File: config.mk
export PLATFORM = sky130hd
export DESIGN_NAME = quoted_printable_encoder
export DESIGN_NICKNAME = d
export VERILOG_FILES = /design/src/sv/qpe_pkg.sv /design/src/sv/qpe_plan.sv /design/src/sv/quoted_printable_encoder.sv
export SDC_FILE = /design/constraint.sdc
export NUM_CORES = 1
export LEC_CHECK = 0
export ABC_CLOCK_PERIOD_IN_PS = 10800
export BUFFER_PORTS_ARGS = -buffer_cell sky130_fd_sc_hd__buf_2
export CELL_PAD_IN_SITES_DETAIL_PLACEMENT = 1
export CELL_PAD_IN_SITES_GLOBAL_PLACEMENT = 2
export CORE_MARGIN = 2
export CORE_UTILIZATION = 39
export DETAILED_ROUTE_END_ITERATION = 8
export HOLD_SLACK_MARGIN = 0.06
export PLACE_DENSITY_LB_ADDON = 0.1
export SETUP_SLACK_MARGIN = 0.15
export SLEW_MARGIN = 20
export SYNTH_ARGS = -nofsm -noshare
export SYNTH_HDL_FRONTEND = slang
export SYNTH_SLANG_ARGS = --single-unit
File: constraint.sdc
create_clock -name i_clk -period 10.8 [get_ports i_clk]
set_input_delay 1.62 -clock i_clk [delete_from_list [all_inputs] [get_ports i_clk]]
set_output_delay 1.62 -clock i_clk [all_outputs]
set_load 0.01 [all_outputs]
File: src/sv/qpe_pkg.sv
`timescale 1ns / 1ps
package qpe_pkg;

    localparam logic [7:0] CH_TAB    = 8'd9;
    localparam logic [7:0] CH_LF     = 8'd10;
    localparam logic [7:0] CH_CR     = 8'd13;
    localparam logic [7:0] CH_SPACE  = 8'd32;
    localparam logic [7:0] CH_EQ     = 8'd61;
    localparam logic [7:0] PRINT_LO  = 8'd33;
    localparam logic [7:0] PRINT_HI  = 8'd126;
    localparam logic [7:0] WIDTH_RST = 8'd76;

    // token kinds queued for output
    typedef enum logic [1:0] {
        TOK_SOFT,   // '=' CR LF
        TOK_LIT,    // the byte itself
        TOK_ESC,    // '=' hi lo
        TOK_CRLF    // CR LF
    } t_tok;

    // token slots: 0 soft break, 1 held whitespace, 2 soft break, 3 current byte
    typedef struct packed {
        logic [3:0] vld;
        t_tok       kind1;
        logic [7:0] byte1;
        t_tok       kind3;
        logic [7:0] byte3;
        logic       last;
        logic       held_n;
        logic       tab_n;
        logic [7:0] len_n;
    } t_plan;

    function automatic logic [7:0] hex_digit(input logic [3:0] v);
        hex_digit = (v < 4'd10) ? (8'd48 + {4'd0, v}) : (8'd55 + {4'd0, v});
    endfunction

    function automatic logic [1:0] tok_last_sub(input t_tok k);
        case (k)
            TOK_SOFT: tok_last_sub = 2'd2;
            TOK_LIT:  tok_last_sub = 2'd0;
            TOK_ESC:  tok_last_sub = 2'd2;
            TOK_CRLF: tok_last_sub = 2'd1;
            default:  tok_last_sub = 2'd0;
        endcase
    endfunction

    function automatic logic [7:0] tok_char(input t_tok k, input logic [7:0] b,
                                            input logic [1:0] sub);
        logic [7:0] c;
        c = CH_EQ;
        case (k)
            TOK_SOFT: c = (sub == 2'd0) ? CH_EQ : ((sub == 2'd1) ? CH_CR : CH_LF);
            TOK_LIT:  c = b;
            TOK_ESC:  c = (sub == 2'd0) ? CH_EQ :
                          ((sub == 2'd1) ? hex_digit(b[7:4]) : hex_digit(b[3:0]));
            TOK_CRLF: c = (sub == 2'd0) ? CH_CR : CH_LF;
            default:  c = b;
        endcase
        tok_char = c;
    endfunction

endpackage

File: src/sv/qpe_plan.sv
`timescale 1ns / 1ps
module qpe_plan (
    input  logic [7:0]     i_in_byte,
    input  logic           i_in_last,
    input  logic [7:0]     i_width,
    input  logic           i_held,
    input  logic           i_held_tab,
    input  logic [7:0]     i_len,
    output qpe_pkg::t_plan o_plan
);
    import qpe_pkg::*;

    logic       is_cr, is_lf, is_ws, is_print;
    logic [8:0] n1, sum1, n2, sum2;
    logic       brk1, brk2, fits, cur_vld;
    logic [7:0] len1, len2;
    t_tok       kind_cur;

    always_comb begin
        is_cr    = (i_in_byte == CH_CR);
        is_lf    = (i_in_byte == CH_LF);
        is_ws    = (i_in_byte == CH_SPACE) || (i_in_byte == CH_TAB);
        is_print = (i_in_byte >= PRINT_LO) && (i_in_byte <= PRINT_HI)
                   && (i_in_byte != CH_EQ);

        // held whitespace resolves against this byte
        n1   = (is_cr || is_lf) ? 9'd3 : 9'd1;
        sum1 = {1'b0, i_len} + n1;
        brk1 = i_held && (sum1 > {1'b0, i_width});
        len1 = i_held ? (brk1 ? n1[7:0] : sum1[7:0]) : i_len;

        // current byte
        cur_vld  = 1'b1;
        kind_cur = TOK_ESC;
        if (is_cr) begin
            cur_vld = 1'b0;
        end else if (is_lf) begin
            kind_cur = TOK_CRLF;
        end else if (is_ws) begin
            cur_vld  = i_in_last;
            kind_cur = TOK_LIT;
        end else if (is_print) begin
            kind_cur = TOK_LIT;
        end
        fits = cur_vld && (kind_cur != TOK_CRLF);
        n2   = (kind_cur == TOK_ESC) ? 9'd3 : 9'd1;
        sum2 = {1'b0, len1} + n2;
        brk2 = fits && (sum2 > {1'b0, i_width});
        if (is_lf)      len2 = 8'd0;
        else if (fits)  len2 = brk2 ? n2[7:0] : sum2[7:0];
        else            len2 = len1;

        o_plan.vld    = {cur_vld, brk2, i_held, brk1};
        o_plan.kind1  = (is_cr || is_lf) ? TOK_ESC : TOK_LIT;
        o_plan.byte1  = i_held_tab ? CH_TAB : CH_SPACE;
        o_plan.kind3  = kind_cur;
        o_plan.byte3  = i_in_byte;
        o_plan.last   = i_in_last;
        o_plan.held_n = is_ws && !i_in_last;
        o_plan.tab_n  = (i_in_byte == CH_TAB) && !i_in_last;
        o_plan.len_n  = i_in_last ? 8'd0 : len2;
    end

endmodule

File: src/sv/quoted_printable_encoder.sv
`timescale 1ns / 1ps
// quoted-printable body encoder, one raw text byte in, zero to ten ascii characters out
//
// input channel: i_valid / o_ready carry i_in_byte and i_in_last (last byte of a text)
// output channel: o_valid / i_ready carry o_out_byte, o_run_last (last character made
// by one input beat) and o_text_end (final character of the whole text)
// line width: i_line_width is written whenever i_line_width_we is high; change it only
// while the encoder is idle
//
// latency: an accepted beat is planned in the same cycle and its first character is
// shown on the output the next cycle
// throughput: one character leaves per cycle while i_ready is high; a beat makes 1
// character for a literal, 3 for an escape and up to 10 with soft breaks; a dropped
// CR or a held space leaves no character of its own; the next beat is taken in the
// cycle the last character of the previous one is taken
// reset: line width returns to 76, nothing is held, line length is zero, output empty
// stall: while i_ready is low the current character holds and o_ready stays low as long
// as any queued character remains
module quoted_printable_encoder (
    input  logic       i_clk,
    input  logic       i_rst_n,
    // configuration
    input  logic       i_line_width_we,
    input  logic [7:0] i_line_width,
    // input beats
    input  logic       i_valid,
    output logic       o_ready,
    input  logic [7:0] i_in_byte,
    input  logic       i_in_last,
    // output beats
    output logic       o_valid,
    input  logic       i_ready,
    output logic [7:0] o_out_byte,
    output logic       o_run_last,
    output logic       o_text_end
);
    import qpe_pkg::*;

    // encoder state carried between input beats
    logic [7:0] r_width;
    logic       r_held, r_held_tab;
    logic [7:0] r_len;

    // token queue of the beat being sent
    logic [3:0] r_vld, n_vld;
    logic [1:0] r_sub, n_sub;
    t_tok       r_kind1, r_kind3;
    logic [7:0] r_byte1, r_byte3;
    logic       r_last;

    t_plan      plan;
    logic       in_fire, out_fire;
    logic [1:0] cur;
    t_tok       cur_kind;
    logic [7:0] cur_byte;
    logic       sub_end, only_one;

    qpe_plan u_plan (
        .i_in_byte  (i_in_byte),
        .i_in_last  (i_in_last),
        .i_width    (r_width),
        .i_held     (r_held),
        .i_held_tab (r_held_tab),
        .i_len      (r_len),
        .o_plan     (plan)
    );

    // pick the lowest pending slot
    always_comb begin
        if (r_vld[0])      cur = 2'd0;
        else if (r_vld[1]) cur = 2'd1;
        else if (r_vld[2]) cur = 2'd2;
        else               cur = 2'd3;
        case (cur)
            2'd1:    begin cur_kind = r_kind1;  cur_byte = r_byte1; end
            2'd3:    begin cur_kind = r_kind3;  cur_byte = r_byte3; end
            default: begin cur_kind = TOK_SOFT; cur_byte = r_byte3; end
        endcase
        sub_end  = (r_sub == tok_last_sub(cur_kind));
        only_one = ((r_vld & (r_vld - 4'd1)) == 4'd0);
    end

    assign o_valid    = |r_vld;
    assign o_out_byte = tok_char(cur_kind, cur_byte, r_sub);
    assign o_run_last = sub_end && only_one;
    assign o_text_end = sub_end && only_one && r_last;

    assign out_fire = o_valid && i_ready;
    // free when empty or when the final character of the queue leaves now
    assign o_ready  = !o_valid || (i_ready && sub_end && only_one);
    assign in_fire  = i_valid && o_ready;

    always_comb begin
        n_vld = r_vld;
        n_sub = r_sub;
        if (out_fire) begin
            if (sub_end) begin
                n_vld[cur] = 1'b0;
                n_sub      = 2'd0;
            end else begin
                n_sub = r_sub + 2'd1;
            end
        end
        if (in_fire) begin
            n_vld = plan.vld;
            n_sub = 2'd0;
        end
    end

    always_ff @(posedge i_clk) begin
        if (!i_rst_n) begin
            r_width    <= WIDTH_RST;
            r_held     <= 1'b0;
            r_held_tab <= 1'b0;
            r_len      <= 8'd0;
            r_vld      <= 4'd0;
            r_sub      <= 2'd0;
        end else begin
            if (i_line_width_we) begin
                r_width <= i_line_width;
            end
            r_vld <= n_vld;
            r_sub <= n_sub;
            if (in_fire) begin
                r_held     <= plan.held_n;
                r_held_tab <= plan.tab_n;
                r_len      <= plan.len_n;
            end
        end
    end

    // payload of the queued beat
    always_ff @(posedge i_clk) begin
        if (in_fire) begin
            r_kind1 <= plan.kind1;
            r_byte1 <= plan.byte1;
            r_kind3 <= plan.kind3;
            r_byte3 <= plan.byte3;
            r_last  <= plan.last;
        end
    end

`ifndef SYNTHESIS
    // character index never runs past the current token
    a_sub_range: assert property (@(posedge i_clk) disable iff (!i_rst_n)
        o_valid |-> (r_sub <= tok_last_sub(cur_kind)))
        else $error("character index beyond token");

    // end of text is always the end of a beat
    a_end_run: assert property (@(posedge i_clk) disable iff (!i_rst_n)
        o_text_end |-> o_run_last)
        else $error("text end without run end");

    // a final byte leaves a fresh line and nothing held
    a_last_clear: assert property (@(posedge i_clk) disable iff (!i_rst_n)
        (in_fire && i_in_last) |=> (r_len == 8'd0 && !r_held))
        else $error("state not cleared after last byte");

    // an empty queue always takes a beat
    a_empty_ready: assert property (@(posedge i_clk) disable iff (!i_rst_n)
        !o_valid |-> o_ready)
        else $error("empty encoder refused input");
`endif

endmodule

==> results.txt <==
The filler cells instantiated in the layout total 998. The maximum root-to-sink buffer count was 2. For the total area of multi-input combinational cells, the log shows 2220 um^2. For this design the top-level I/O count stands at 34. In this run the vertical extent of the chip is 96.0 um. At the end of the flow, the number of nets in the layout was 473. The number of synthesized flops with an enable pin is 15, and the synthesized net count is 448. The floorplan step defined a die boundary enclosing 9210 um^2. The fraction of synthesized cell area taken by the top area cell type was 0.146. In this run the post-CTS setup repair buffer count came out at 0. Each instance of the synthesized netlist takes up on average 8.21 um^2.

After global routing the overflow that remains totals 0. After synthesis, the netlist uses 69 different library cells. The run gives 0.546 as the normalized max-slew margin.

Post-synth design cell area: 3300 um^2. Summing over every cut layer, the via total after detailed routing is 2,910. The flow ran to the end, and the final reports show no timing, DRC or antenna violations. The tools report the final-report setup violation count as 0. The synthesized instance count is 402, and the total iterations of the first detailed-routing run is 4. The number of clock buffers added by TritonCTS is 5. The area growth from synthesis to layout is 10.7%, and the maximum fanout along the worst path is 7. The leading register cell type out of synthesis was dfxtp_1.

For this design the static power due to leakage is 1.44 nW. The setup slack of the worst register-to-register path was 4.67 ns; the peak supply drop was 0.0622 mV. The die is 96.0 um wide. The tools report the source-to-sink clock delay at the later pin of the worst-skew pair as 0.29 ns. Cell type contributing the most total cell area after synthesis: dfxtp_1. Summed over all layers, the routed wires come to 8730 um. The starting utilization of the core area came out at 0.402. For the first-pass GRT wire length, the log shows 14,700 um. Entering global routing, the biggest net connects 24 pins.

The number of global-route vias before repair is 3,032. The floorplan has 33 rows. The count of hold buffers inserted by post-cts repair came out at 0.

The sequential cells in the finished layout cover a total of 931 um^2. The worst setup path is launched from an input port. The kind of cell with the highest combined delay along the critical path is compound AO/OA/AOI/OAI gates.

Overall power consumption after layout is estimated at 0.386 mW. CTS built an H-tree with a depth of 2. The tools report the fraction of the yosys area taken by sequential cells as 0.282. During synthesis, Yosys emitted a total of 0 warnings.

The HPWL after detailed placement is 7200 um. The accumulated negative setup slack is 0 ns. The clock arrives with 0.00591 ns of skew. At the pin with the least slew margin, the transition time is 0.680 ns.

The final-report hold violation count is 0, and the fraction of final layout cells with drive strength greater than 1 is 0.147. Dividing the detail-routed wire length by the instance count gives 16.4 um. The portion of the clock cycle consumed by the worst path in the final layout was 0.740. In this run the worst hold path is classified as reg -> reg. The number of max-slew violations in the final report was 0; the number of instances resized during post-cts repair was 0. The worst setup path is of the in -> reg kind. The number of antenna diodes in the final layout is 0. The run gives 0.943 as the global placement routability congestion.

On the critical path, the stage with the largest delay is an instance of fa_1. TritonCTS built the clock tree. The critical path buffer and inverter count was 1. Register clock-pin slew on the reported worst setup and hold paths: 0.08 ns.

The number of max-capacitance violations reported is 0, and the fraction of synthesis flops using an asynchronous set or reset pin is 0. The tree built by TritonCTS fans out to 39 sinks. On the worst path, the slowest cell contributes a delay of 0.54 ns. After layout, the minimum clock period comes to 7.99 ns.

The post-detailed-route via-to-cell ratio was 5.46. For this block, the initial DRC count from the detailed router was 40. The most frequently used cell type in the post-synthesis netlist was nand2_1. STA puts the critical path data arrival time at 8.21 ns. STA puts the critical path data required time at 11.01 ns. The kind of capture point of the worst setup path is a register. Number of flip-flops and latches in the synthesized netlist: 39.

The logs give 0 for the initial antenna violation count and 0 for the number of nets with antenna violations after detailed routing. By count the netlist is led by nand2_1, nor2_1, a21oi_1, o21ai_0, dfxtp_1. The floorplan step defined a core boundary enclosing 8220 um^2. For the overall fraction of global-route tracks in use, the log shows 0.206. The maximum clock frequency is 0.125 GHz.

Yosys attributes the largest share of cell area to dfxtp_1, edfxtp_1, ha_1. For this run, design rule violations remaining after detail routing come to 0. The number of buffers inserted by port buffering works out to 33. The root buffer cell chosen for the clock tree is clkbuf_8. Setup repair after global routing left no endpoint under its margin.

Power spread over the standard cell area amounts to 106 nW/um^2.
## stage by stage
step	cells	hold WS, ns	utilization	setup WS [ns]	instance area [um^2]
after floorplan	402	0.408	-	3.35	3300
after global placement	525	0.414	0.428	2.74	3520
after detailed placement	525	0.424	0.428	2.53	3520
after CTS	533	0.442	0.444	2.82	3650
after global routing	533	0.458	0.444	2.24	3650
final	533	0.437	0.444	2.81	3650
## worst reg2reg max path, stage by stage (launching register included)
cell	delay (ns)
dfxtp_1	0.46
inv_1	0.12
fa_1	0.55
or3b_4	0.47
xnor2_1	0.14
ha_1	0.30
a21o_1	0.19
a21oi_1	0.24
o22a_4	0.22
o21ai_2	0.09
mux2_2	0.30
a21oi_1	0.30
ha_1	0.24
nor2_1	0.08
a221oi_4	0.33
and2_4	0.23
nand2_1	0.06
xnor2_1	0.14
ha_1	0.31
a2111oi_0	0.37
a31oi_1	0.22
a21oi_1	0.32
o21ai_2	0.14
o31ai_2	0.23
## sequential cells by signal, indices dropped and copies added (netlist names)
register / cells
r_held: 1
r_width: 8
r_vld: 4
r_kind1: 2
r_sub: 2
r_kind3: 2
r_len: 8
r_byte3: 8
r_byte1: 2
r_held_tab: 1
r_last: 1
## per-layer routing
metal / part of all wire / track usage / routed length (um) / vias to the layer above
li1: - / - / - / 1484
met1: 0.44 / 0.234 / 3820 / 1391
met2: 0.53 / 0.399 / 4610 / 27
met3: 0.021 / 0.0274 / 182 / 8
met4: 0.014 / 0.0536 / 119 / 0
met5: 0 / 0 / 0 / -
## worst paths after layout
| check | depth (start not counted) | end | startpoint |
|---|---|---|---|
| max | 26 | r_len[4] | i_in_byte[4] |
| min | 0 | r_byte1[3] | r_held_tab |
| max reg2reg | 23 | r_len[4] | r_len[0] |
| min reg2reg | 0 | r_byte1[3] | r_held_tab |
## power by group
| group | internal [mW] | switching [mW] |
|---|---|---|
| registers | 0.160 | 0.00527 |
| clock network | 0.0924 | 0.0520 |
| logic | 0.0306 | 0.0458 |
| total | 0.283 | 0.103 |
## kinds of logic after synthesis
family | share of synthesized area
AO/OA/AOI/OAI | 0.225
buffers and inverters | 0.0463
AND/OR/NAND/NOR | 0.264
adder cells (fa/ha/maj) | 0.0986
flip-flops | 0.282
XOR/XNOR | 0.0531
multiplexers | 0.0311
## layout by cell type, fill, tap and decap left out, types with 7 or more instances in the layout
| cell | n |
|---|---|
| nand2_1 | 56 |
| nor2_1 | 33 |
| buf_2 | 33 |
| o21ai_0 | 26 |
| a21oi_1 | 26 |
| dfxtp_1 | 24 |
| ha_1 | 22 |
| inv_1 | 19 |
| edfxtp_1 | 15 |
| nand3_1 | 13 |
| xnor2_1 | 13 |
| nor3_1 | 12 |
| nor2b_1 | 12 |
| mux2i_1 | 8 |
| o211ai_1 | 7 |
| xor2_1 | 7 |
## cell type report
class / instances / area share
flip-flops and latches: 39 / 0.255
inverters: 20 / 0.0206
repair buffers: 33 / 0.0452
well taps: 105 / 0.0360
clock inverters: 2 / 0.0164
multi-input cells: 328 / 0.607
clock buffers: 6 / 0.0199
No activity file was read; power rests on OpenSTA's default activity.
